[src/hw/rtl/bdss_pkg.sv]
`timescale 1ns / 1ps
`default_nettype none
package bdss_pkg;

   // Name storage: a symbol keeps at most BUF_CAP bytes, each name slot holds 32.
   localparam int NAME_MAX   = 32;
   localparam int BUF_CAP    = (NAME_MAX < 32) ? NAME_MAX : 32;
   localparam int IDX_W      = 5;
   localparam int LEN_W      = 6;
   localparam int MEM_AW     = IDX_W + 1;
   localparam int MEM_DEPTH  = 2 ** MEM_AW;

   // The line counter saturates at its all-ones value; the port shows 24 bits.
   localparam int LINE_BITS  = 24;
   localparam int LINE_OUT_W = 24;

   localparam logic [7:0] CH_TAB     = 8'h09;
   localparam logic [7:0] CH_NL      = 8'h0A;
   localparam logic [7:0] CH_SPACE   = 8'h20;
   localparam logic [7:0] CH_HASH    = 8'h23;
   localparam logic [7:0] CH_DOLLAR  = 8'h24;
   localparam logic [7:0] CH_PERCENT = 8'h25;
   localparam logic [7:0] CH_QUOTE   = 8'h27;
   localparam logic [7:0] CH_LPAREN  = 8'h28;
   localparam logic [7:0] CH_RPAREN  = 8'h29;
   localparam logic [7:0] CH_COMMA   = 8'h2C;
   localparam logic [7:0] CH_DOT     = 8'h2E;
   localparam logic [7:0] CH_LBRACK  = 8'h5B;
   localparam logic [7:0] CH_RBRACK  = 8'h5D;

   // Keywords, lower case, left justified in eight bytes.
   localparam logic [63:0] KW_FUNCTION = "function";
   localparam logic [63:0] KW_TYPE     = {"type", 32'h0};
   localparam logic [63:0] KW_GLOBAL   = {"global", 16'h0};
   localparam logic [63:0] KW_CONST    = {"const", 24'h0};

   typedef enum logic [2:0] {
      KIND_LABEL    = 3'd0,
      KIND_FUNCTION = 3'd1,
      KIND_TYPE     = 3'd2,
      KIND_GLOBAL   = 3'd3,
      KIND_CONST    = 3'd4
   } kind_type;

   typedef struct packed {
      kind_type                kind;
      logic [LINE_OUT_W-1:0]   line;
      logic [LEN_W-1:0]        length;
      logic                    truncated;
      logic                    slot;
   } sym_desc_type;

   typedef struct packed {
      logic                en;
      logic [MEM_AW-1:0]   addr;
      logic [7:0]          data;
   } name_wr_type;

   function automatic logic is_start(input logic [7:0] c);
      return (c >= "a" && c <= "z") || (c >= "A" && c <= "Z") || c == "_";
   endfunction

   function automatic logic is_ident(input logic [7:0] c);
      return is_start(c) || (c >= "0" && c <= "9") || c == CH_DOLLAR ||
             c == CH_HASH || c == CH_PERCENT;
   endfunction

   function automatic logic [7:0] to_lower(input logic [7:0] c);
      return (c >= "A" && c <= "Z") ? c + 8'h20 : c;
   endfunction

   function automatic logic [3:0] kw_len(input kind_type id);
      logic [3:0] n;
      unique case (id)
         KIND_FUNCTION: n = 4'd8;
         KIND_TYPE:     n = 4'd4;
         KIND_GLOBAL:   n = 4'd6;
         KIND_CONST:    n = 4'd5;
         default:       n = 4'd0;
      endcase
      return n;
   endfunction

   function automatic logic [7:0] kw_char(input kind_type id, input logic [2:0] pos);
      logic [63:0] w;
      unique case (id)
         KIND_FUNCTION: w = KW_FUNCTION;
         KIND_TYPE:     w = KW_TYPE;
         KIND_GLOBAL:   w = KW_GLOBAL;
         KIND_CONST:    w = KW_CONST;
         default:       w = '0;
      endcase
      return w[8 * (3'd7 - pos) +: 8];
   endfunction

endpackage
`default_nettype wire

[src/hw/rtl/bdss_front.sv]
`timescale 1ns / 1ps
`default_nettype none
module bdss_front (
   input  wire                    clock,
   input  wire                    reset,
   input  wire                    req_valid,
   output logic                   req_stall,
   input  wire  [7:0]             req_text_byte,
   input  wire                    req_end_of_text,
   input  wire                    q_full,
   output logic                   q_push,
   output bdss_pkg::sym_desc_type q_desc,
   output bdss_pkg::name_wr_type  name_wr
);
   import bdss_pkg::*;

   typedef enum logic [6:0] {
      PH_START   = 7'b0000001,
      PH_KEYWORD = 7'b0000010,
      PH_LABEL   = 7'b0000100,
      PH_WAIT    = 7'b0001000,
      PH_NAME    = 7'b0010000,
      PH_SKIP    = 7'b0100000,
      PH_IGNORE  = 7'b1000000
   } phase_type;

   phase_type              phase_ff, phase_in;
   kind_type               kw_ff, kw_in;
   logic [3:0]             kpos_ff, kpos_in;
   logic signed [7:0]      depth_ff, depth_in;
   logic [LEN_W-1:0]       len_ff, len_in;
   logic                   ovf_ff, ovf_in;
   logic [LINE_BITS-1:0]   line_ff, line_in;
   logic                   slot_ff, slot_in;

   logic                   accept;
   logic                   blank;
   logic [7:0]             c;
   logic [7:0]             lc;
   logic signed [7:0]      skip_src;
   logic signed [7:0]      skip_depth;
   logic                   skip_to_wait;
   logic                   skip_to_ignore;

   assign req_stall = q_full;
   assign accept    = req_valid && !q_full;
   assign c         = req_text_byte;
   assign lc        = to_lower(req_text_byte);
   assign blank     = (c == CH_SPACE) || (c == CH_TAB);

   assign q_desc.kind      = kw_ff;
   assign q_desc.line      = LINE_OUT_W'(line_ff);
   assign q_desc.length    = len_ff;
   assign q_desc.truncated = ovf_ff;
   assign q_desc.slot      = slot_ff;

   // A list entry ends on the character that closes the name, which then
   // counts toward bracket nesting from a depth of zero.
   always_comb begin
      skip_src       = (phase_ff == PH_NAME) ? 8'sd0 : depth_ff;
      skip_depth     = skip_src;
      skip_to_wait   = 1'b0;
      skip_to_ignore = 1'b0;
      if (c == CH_LPAREN || c == CH_LBRACK) begin
         if (skip_src != 8'sd127) skip_depth = skip_src + 8'sd1;
      end else if (c == CH_RPAREN || c == CH_RBRACK) begin
         if (skip_src != -8'sd128) skip_depth = skip_src - 8'sd1;
      end else if (c == CH_COMMA && skip_src <= 8'sd0) begin
         skip_to_wait = 1'b1;
      end else if (c == CH_QUOTE) begin
         skip_to_ignore = 1'b1;
      end
   end

   always_comb begin
      phase_in     = phase_ff;
      kw_in        = kw_ff;
      kpos_in      = kpos_ff;
      depth_in     = depth_ff;
      len_in       = len_ff;
      ovf_in       = ovf_ff;
      line_in      = line_ff;
      slot_in      = slot_ff;
      q_push       = 1'b0;
      name_wr.en   = 1'b0;
      name_wr.addr = {slot_ff, len_ff[IDX_W-1:0]};
      name_wr.data = c;
      if (accept) begin
         if (req_end_of_text || c == CH_NL) begin
            q_push   = (phase_ff == PH_NAME);
            phase_in = PH_START;
            kw_in    = KIND_LABEL;
            kpos_in  = '0;
            depth_in = '0;
            len_in   = '0;
            ovf_in   = 1'b0;
            if (q_push) slot_in = !slot_ff;
            if (req_end_of_text) line_in = '0;
            else if (line_ff != '1) line_in = line_ff + 1'b1;
         end else begin
            unique case (phase_ff)
               PH_START: begin
                  if (c == CH_DOT) begin
                     phase_in = PH_LABEL;
                     kw_in    = KIND_LABEL;
                  end else if (!blank) begin
                     phase_in = PH_IGNORE;
                     if (lc == "f" || lc == "t" || lc == "g" || lc == "c") begin
                        phase_in = PH_KEYWORD;
                        kpos_in  = 4'd1;
                        if (lc == "f") kw_in = KIND_FUNCTION;
                        else if (lc == "t") kw_in = KIND_TYPE;
                        else if (lc == "g") kw_in = KIND_GLOBAL;
                        else kw_in = KIND_CONST;
                     end
                  end
               end
               PH_KEYWORD: begin
                  if (kpos_ff < kw_len(kw_ff)) begin
                     if (lc == kw_char(kw_ff, kpos_ff[2:0])) kpos_in = kpos_ff + 4'd1;
                     else phase_in = PH_IGNORE;
                  end else if (blank && !is_ident(c)) begin
                     phase_in = PH_WAIT;
                  end else begin
                     phase_in = PH_IGNORE;
                  end
               end
               PH_LABEL, PH_WAIT: begin
                  if (!(phase_ff == PH_WAIT && blank)) begin
                     if (is_start(c)) begin
                        name_wr.en   = 1'b1;
                        name_wr.addr = {slot_ff, IDX_W'(0)};
                        len_in       = LEN_W'(1);
                        ovf_in       = 1'b0;
                        phase_in     = PH_NAME;
                     end else begin
                        phase_in = PH_IGNORE;
                     end
                  end
               end
               PH_NAME: begin
                  if (is_ident(c)) begin
                     if (len_ff < LEN_W'(BUF_CAP)) begin
                        name_wr.en = 1'b1;
                        len_in     = len_ff + 1'b1;
                     end else begin
                        ovf_in = 1'b1;
                     end
                  end else begin
                     q_push  = 1'b1;
                     slot_in = !slot_ff;
                     if (kw_ff == KIND_GLOBAL || kw_ff == KIND_CONST) begin
                        depth_in = skip_depth;
                        phase_in = skip_to_wait ? PH_WAIT :
                                   (skip_to_ignore ? PH_IGNORE : PH_SKIP);
                     end else begin
                        phase_in = PH_IGNORE;
                     end
                  end
               end
               PH_SKIP: begin
                  depth_in = skip_depth;
                  if (skip_to_wait) phase_in = PH_WAIT;
                  else if (skip_to_ignore) phase_in = PH_IGNORE;
               end
               PH_IGNORE: begin
                  phase_in = PH_IGNORE;
               end
               default: begin
                  phase_in = PH_START;
               end
            endcase
         end
      end
   end

   always_ff @(posedge clock) begin
      if (reset) begin
         phase_ff <= PH_START;
         kw_ff    <= KIND_LABEL;
         kpos_ff  <= '0;
         depth_ff <= '0;
         len_ff   <= '0;
         ovf_ff   <= 1'b0;
         line_ff  <= '0;
         slot_ff  <= 1'b0;
      end else begin
         phase_ff <= phase_in;
         kw_ff    <= kw_in;
         kpos_ff  <= kpos_in;
         depth_ff <= depth_in;
         len_ff   <= len_in;
         ovf_ff   <= ovf_in;
         line_ff  <= line_in;
         slot_ff  <= slot_in;
      end
   end

endmodule
`default_nettype wire

[src/hw/rtl/bdss_queue.sv]
`timescale 1ns / 1ps
`default_nettype none
module bdss_queue (
   input  wire                    clock,
   input  wire                    reset,
   input  wire                    push,
   input  bdss_pkg::sym_desc_type push_desc,
   input  wire                    pop,
   output logic                   full,
   output logic                   head_valid,
   output bdss_pkg::sym_desc_type head_desc
);
   import bdss_pkg::*;

   // Two entries, one per name slot.
   sym_desc_type   entry_ff [2];
   logic           wr_ptr_ff, wr_ptr_in;
   logic           rd_ptr_ff, rd_ptr_in;
   logic [1:0]     count_ff, count_in;

   assign full       = (count_ff == 2'd2);
   assign head_valid = (count_ff != 2'd0);
   assign head_desc  = entry_ff[rd_ptr_ff];

   always_comb begin
      wr_ptr_in = push ? !wr_ptr_ff : wr_ptr_ff;
      rd_ptr_in = pop ? !rd_ptr_ff : rd_ptr_ff;
      count_in  = count_ff + {1'b0, push} - {1'b0, pop};
   end

   always_ff @(posedge clock) begin
      if (push) entry_ff[wr_ptr_ff] <= push_desc;
   end

   always_ff @(posedge clock) begin
      if (reset) begin
         wr_ptr_ff <= 1'b0;
         rd_ptr_ff <= 1'b0;
         count_ff  <= '0;
      end else begin
         wr_ptr_ff <= wr_ptr_in;
         rd_ptr_ff <= rd_ptr_in;
         count_ff  <= count_in;
      end
   end

endmodule
`default_nettype wire

[src/hw/rtl/bdss_back.sv]
`timescale 1ns / 1ps
`default_nettype none
module bdss_back (
   input  wire                    clock,
   input  wire                    reset,
   input  bdss_pkg::name_wr_type  name_wr,
   input  wire                    head_valid,
   input  bdss_pkg::sym_desc_type head_desc,
   output logic                   q_pop,
   output logic                   rsp_valid,
   input  wire                    rsp_stall,
   output logic [2:0]             rsp_symbol_kind,
   output logic [23:0]            rsp_line_number,
   output logic [7:0]             rsp_name_byte,
   output logic [4:0]             rsp_char_position,
   output logic                   rsp_name_truncated,
   output logic                   rsp_last_of_name
);
   import bdss_pkg::*;

   logic [7:0]              mem [MEM_DEPTH];
   logic [7:0]              rd_data_ff;

   logic [IDX_W-1:0]        idx_ff, idx_in;
   logic                    pend_valid_ff, pend_valid_in;
   kind_type                pend_kind_ff;
   logic [LINE_OUT_W-1:0]   pend_line_ff;
   logic [IDX_W-1:0]        pend_pos_ff;
   logic                    pend_trunc_ff;
   logic                    pend_last_ff;
   logic                    rsp_valid_ff, rsp_valid_in;

   logic                    out_adv;
   logic                    pend_adv;
   logic                    issue;
   logic                    last;

   assign out_adv  = !rsp_valid_ff || !rsp_stall;
   assign pend_adv = pend_valid_ff && out_adv;
   assign issue    = head_valid && (!pend_valid_ff || pend_adv);
   assign last     = ({1'b0, idx_ff} == head_desc.length - LEN_W'(1));
   assign q_pop    = issue && last;
   assign rsp_valid = rsp_valid_ff;

   always_comb begin
      idx_in        = q_pop ? '0 : (issue ? idx_ff + 1'b1 : idx_ff);
      pend_valid_in = issue || (pend_valid_ff && !pend_adv);
      rsp_valid_in  = pend_adv || (rsp_valid_ff && !out_adv);
   end

   always_ff @(posedge clock) begin
      if (name_wr.en) mem[name_wr.addr] <= name_wr.data;
      if (issue) begin
         rd_data_ff    <= mem[{head_desc.slot, idx_ff}];
         pend_kind_ff  <= head_desc.kind;
         pend_line_ff  <= head_desc.line;
         pend_pos_ff   <= idx_ff;
         pend_trunc_ff <= head_desc.truncated;
         pend_last_ff  <= last;
      end
      if (pend_adv) begin
         rsp_symbol_kind    <= pend_kind_ff;
         rsp_line_number    <= pend_line_ff;
         rsp_name_byte      <= rd_data_ff;
         rsp_char_position  <= pend_pos_ff;
         rsp_name_truncated <= pend_trunc_ff;
         rsp_last_of_name   <= pend_last_ff;
      end
   end

   always_ff @(posedge clock) begin
      if (reset) begin
         idx_ff        <= '0;
         pend_valid_ff <= 1'b0;
         rsp_valid_ff  <= 1'b0;
      end else begin
         idx_ff        <= idx_in;
         pend_valid_ff <= pend_valid_in;
         rsp_valid_ff  <= rsp_valid_in;
      end
   end

endmodule
`default_nettype wire

[src/hw/rtl/basic_declaration_symbol_scanner_unit.sv]
`timescale 1ns / 1ps
`default_nettype none
// Declaration symbol scanner. Source text enters one byte per word on the req_
// channel; a word with req_end_of_text set closes the last line and returns the
// line scan and line counter to their reset state so that a new text may follow.
// Each label, Function, Type, Global or Const name found is sent on the rsp_
// channel as one word per stored name byte, in order, with its kind, zero-based
// line, position in the name, a truncation flag and a last-byte marker.
// Throughput: one text byte per cycle in while the queue is not full, and one
// name byte per cycle out while rsp_stall is low. The scanner front end hands
// finished names to a two-entry queue backed by two name slots in a small
// memory; it stalls the input only while both slots wait to be drained. The
// first byte of a name passes through the queue, the registered memory read
// and the output register on its way to rsp_ after the word that ends the name
// is accepted. When rsp_stall is high the result word holds and draining
// pauses; input keeps being taken until both name slots are full. Reset is
// synchronous and active high; after it the block accepts input in the next
// cycle and no memory clearing pass is needed.
module basic_declaration_symbol_scanner_unit (
   input  wire         clock,
   input  wire         reset,
   input  wire         req_valid,
   output logic        req_stall,
   input  wire  [7:0]  req_text_byte,
   input  wire         req_end_of_text,
   output logic        rsp_valid,
   input  wire         rsp_stall,
   output logic [2:0]  rsp_symbol_kind,
   output logic [23:0] rsp_line_number,
   output logic [7:0]  rsp_name_byte,
   output logic [4:0]  rsp_char_position,
   output logic        rsp_name_truncated,
   output logic        rsp_last_of_name
);
   import bdss_pkg::*;

   logic          q_full;
   logic          q_push;
   logic          q_pop;
   logic          q_valid;
   sym_desc_type  push_desc;
   sym_desc_type  head_desc;
   name_wr_type   name_wr;

   // Front end: line scanning, keyword matching and name capture.
   bdss_front u_front (
      .clock           (clock),
      .reset           (reset),
      .req_valid       (req_valid),
      .req_stall       (req_stall),
      .req_text_byte   (req_text_byte),
      .req_end_of_text (req_end_of_text),
      .q_full          (q_full),
      .q_push          (q_push),
      .q_desc          (push_desc),
      .name_wr         (name_wr)
   );

   // Finished symbols wait here; each entry owns one name slot.
   bdss_queue u_queue (
      .clock      (clock),
      .reset      (reset),
      .push       (q_push),
      .push_desc  (push_desc),
      .pop        (q_pop),
      .full       (q_full),
      .head_valid (q_valid),
      .head_desc  (head_desc)
   );

   // Back end: name memory and byte-by-byte output.
   bdss_back u_back (
      .clock              (clock),
      .reset              (reset),
      .name_wr            (name_wr),
      .head_valid         (q_valid),
      .head_desc          (head_desc),
      .q_pop              (q_pop),
      .rsp_valid          (rsp_valid),
      .rsp_stall          (rsp_stall),
      .rsp_symbol_kind    (rsp_symbol_kind),
      .rsp_line_number    (rsp_line_number),
      .rsp_name_byte      (rsp_name_byte),
      .rsp_char_position  (rsp_char_position),
      .rsp_name_truncated (rsp_name_truncated),
      .rsp_last_of_name   (rsp_last_of_name)
   );

`ifndef ASSERT_OFF
   // A symbol is never handed over while both slots are still occupied.
   a_no_push_full: assert property (@(posedge clock) disable iff (reset)
      q_push |-> !q_full)
      else $error("symbol pushed into a full queue");

   // The back end only retires a symbol that is actually queued.
   a_pop_valid: assert property (@(posedge clock) disable iff (reset)
      q_pop |-> q_valid)
      else $error("symbol retired from an empty queue");

   // Name bytes are never written into a slot that may still be draining.
   a_write_free_slot: assert property (@(posedge clock) disable iff (reset)
      name_wr.en |-> !q_full)
      else $error("name byte written while both slots are busy");
`endif

endmodule
`default_nettype wire

[config.mk]
export PLATFORM = sky130hd
export DESIGN_NAME = basic_declaration_symbol_scanner_unit
export DESIGN_NICKNAME = d
export VERILOG_FILES = /design/src/hw/rtl/bdss_pkg.sv /design/src/hw/rtl/bdss_front.sv /design/src/hw/rtl/bdss_queue.sv /design/src/hw/rtl/bdss_back.sv /design/src/hw/rtl/basic_declaration_symbol_scanner_unit.sv
export SDC_FILE = /design/constraint.sdc
export NUM_CORES = 1
export LEC_CHECK = 0
export BUFFER_PORTS_ARGS = -buffer_cell sky130_fd_sc_hd__buf_4
export CELL_PAD_IN_SITES_DETAIL_PLACEMENT = 0
export CELL_PAD_IN_SITES_GLOBAL_PLACEMENT = 2
export CORE_ASPECT_RATIO = 2
export CORE_UTILIZATION = 40
export DETAILED_ROUTE_END_ITERATION = 8
export PLACE_DENSITY_LB_ADDON = 0.15
export SYNTH_ARGS = -nofsm -noshare
export SYNTH_HDL_FRONTEND = slang
export SYNTH_HIERARCHICAL = 1
export SYNTH_SLANG_ARGS = --single-unit
[constraint.sdc]
create_clock -name clock -period 12.85 [get_ports clock]
set_clock_uncertainty 0.1 [all_clocks]
set_input_delay 1.285 -clock clock [delete_from_list [all_inputs] [get_ports clock]]
set_output_delay 1.285 -clock clock [all_outputs]
set_load 0.05 [all_outputs]
==> flow_metrics.tcl <==
set metrics [dict create \
    routed_wl_mm 82.93 \
    crit_top_cell "buf_4" \
    cts_root_buffer "clkbuf_16" \
    slew_viol_final 0 \
    ys_seq_area_frac 0.7005 \
    worstPathCellList "buf_4 -> buf_4 -> and4bb_2 -> a32oi_1 -> o311ai_1 -> nor2b_1 -> nand2_1 -> and2_1 -> or3b_2 -> or2_1 -> nor2_1" \
    reg2reg_depth 9 \
    grt_pass1_vias 17339 \
    dr.pass1.iters 5 \
    powerDensity_nw_per_um2 139.4 \
    dp_hpwl_mm 56.54 \
    clk_latency_ps 640 \
    irDropWorstVdd_mv 0.1055 \
    dieArea_um2 77260 \
    hp-class "reg2reg" \
    rsz0062_at_grt "no" \
    clkSinkCount 732 \
    drtIter0Drc 1089 \
    final_cell_mix "edfxtp_1 (666), nor2_1 (174), mux2i_1 (99)" \
    nNetsFinal 1941 \
    routed_via_density 5.552 \
    netlist_area_um2 30430 \
    path_delay_family "simple AND/OR/NAND/NOR gates" \
    reg2reg_slack_ps 8340 \
    finalWorstSetupSlack_ps 7051 \
    post-cts-setup-buffer-count 0 \
    die_w_um 197.0 \
    clk_pin_slew_ps 70 \
    port_buffers 56 \
    r2r_start "u_front/phase_ff[1]" \
    dominantRegCellSynth "edfxtp_1" \
    antenna_found_initial 0 \
    fmax_mhz 172.5 \
    end_kind "register" \
    avgSynthCellArea_um2 16.27 \
    gp_congestion 0.8464 \
    cts_resized 0 \
    cts_max_level 2 \
    hold_viol 0 \
    overflow 0 \
    route.detailed.drc 0 \
    slowest_stage "nor2_1" \
    total_power_uw 4748 \
    syn_inst 1871 \
    maxCapViolCount 0 \
    worst_path_largest_cell_delay_ps 720 \
    route.vias.total 16507 \
    synth_warnings 6 \
    period_minus_slack_ps 5799 \
    hold_buffers 0 \
    nFillCells 6536 \
    status "complete, no violations" \
    io_pins 57 \
    critPathKind "in2reg" \
    diodes 0 \
    async_flop_share 0 \
    arrival_ps 5970 \
    row_count 142 \
    cp.required_ps 13020 \
    grt_pass1_wl_mm 120.0 \
    ys_ff_latch 732 \
    cp_max_fo 61 \
    hp-start "u_back/rd_data_ff[2]" \
    crit_buf_inv 2 \
    synth-edff-count 666 \
    start_util 0.4050 \
    grt.total_usage 0.2187 \
    syn_nets 1900 \
    wl_per_cell_um 27.90 \
    min_path_cells 0 \
    dp_slack_ps 6355 \
    leakage_uw 0.01049 \
    setup_tns_ps 0 \
    cts_buffers 61 \
    tightestPinTransition_ps 1410 \
    finish.utilization 0.4531 \
    layout-drive-gt1-share 0.1837 \
    clock_path_buffers 3 \
    grt_max_degree 76 \
    start_kind "input port" \
    setup_violations 0 \
    final_common_cell "edfxtp_1" \
    r2r_end "u_back/mem[10][0]" \
    core_um2 75150 \
    synth_cell_type_count 88 \
    syn_to_final_growth_pct 11.89 \
    timing.slew.headroom 0.05771 \
    die_y_um 392.1 \
    min_to "u_back/rsp_name_byte[2]" \
    finalCritPeriodShare 0.4513 \
    antenna_left 0 \
    cts_tree "yes" \
]
worst max-delay path by stage:
stage                     startpoint                endpoint  cells past startpoint
floorplan           req_text_byte[5]  u_queue/entry_ff[0][0]                      8
global placement    req_text_byte[3]       u_back/mem[12][2]                     11
detailed placement  req_text_byte[0]       u_back/mem[12][2]                     11
CTS                 req_text_byte[0]       u_back/mem[12][1]                     11
global route        req_text_byte[0]       u_back/mem[10][4]                     11
finish              req_text_byte[3]       u_back/mem[10][0]                     11
flip-flops by register name (all words and copies together) (netlist names), 4 cells and up, named ones only:
signal / count
u_front/len_ff: 6
u_back/idx_ff: 5
u_front/depth_ff: 8
u_back/rsp_name_byte: 8
u_queue/entry_ff: 70
u_front/kpos_ff: 4
u_back/rsp_line_number: 24
u_back/pend_line_ff: 24
u_back/rsp_char_position: 5
u_front/phase_ff: 7
u_back/rd_data_ff: 8
u_back/pend_pos_ff: 5
u_front/line_ff: 24
u_back/mem: 512
stage by stage:
step,cells,cell area [µm²],hold slack [ps]
6_report,2973,34050,313.9
5_1_grt,2973,34050,323.8
4_1_cts,2973,34050,310.2
3_5_place_dp,2857,31770,305.2
3_3_place_gp,2857,31770,302.2
2_1_floorplan,1871,30430,300.3
routing by layer:
layer | share of wire | global-route usage | vias up | routed length [µm]
met5 | 0 | 0 | - | 0
met4 | 0.050 | 0.1033 | 0 | 4147
met3 | 0.032 | 0.02458 | 156 | 2628
met2 | 0.59 | 0.4448 | 402 | 49120
met1 | 0.33 | 0.2125 | 8543 | 27040
li1 | - | - | 7406 | -
final cells by class:
type,count,area (µm²),area share
Tap cell,1008,1261,0.03704
Multi-Input combinational cell,991,8333,0.2447
Inverter,31,116.4,0.003417
Sequential cell,732,21330,0.6265
Clock buffer,73,1635,0.04803
Clock inverter,43,648.1,0.01903
Timing Repair Buffer,95,725.7,0.02131
cell families (layout without fill, tap and decap cells):
kind of cell	after synthesis	count (layout)	synth area share
xor+xnor	45	45	0.01340
mux	233	233	0.1230
simple gates	470	470	0.07663
fa+ha+maj	16	16	0.006578
flops	732	732	0.7005
compound gates	227	227	0.05271
buf+inv	148	242	0.02718
where the power goes:
part           leakage (µW)  internal (µW)  switching (µW)
combinational       0.00290           14.3            65.8
sequential          0.00650           2580            1.33
clock               0.00109           1200             880
Yosys cell counts (11+ instances only):
cell type    n  area, µm²
mux2_4      30      450.4
nor2_1     174      653.1
dfxtp_1     66       1321
xnor2_1     16      140.1
inv_1       31      116.4
nand2b_1    16      100.1
a2111oi_0   27      236.5
clkbuf_1    44      165.2
nor3_1      31      155.2
o21ai_0     28      140.1
mux4_2      83       1869
edfxtp_1   666      20000
nor2b_1     17      106.4
xor2_1      28      245.2
nand4_1     15      93.84
o22ai_1     32      200.2
buf_2       38      190.2
ha_1        16      200.2
nand3_1     39      195.2
buf_6       11      123.9
a21oi_1     45      225.2
mux4_1      13      341.6
mux2i_1     99      991.0
buf_4       16      120.1
nand2_1     81      304.0
Note: power is estimated with default switching activity, not from simulation.
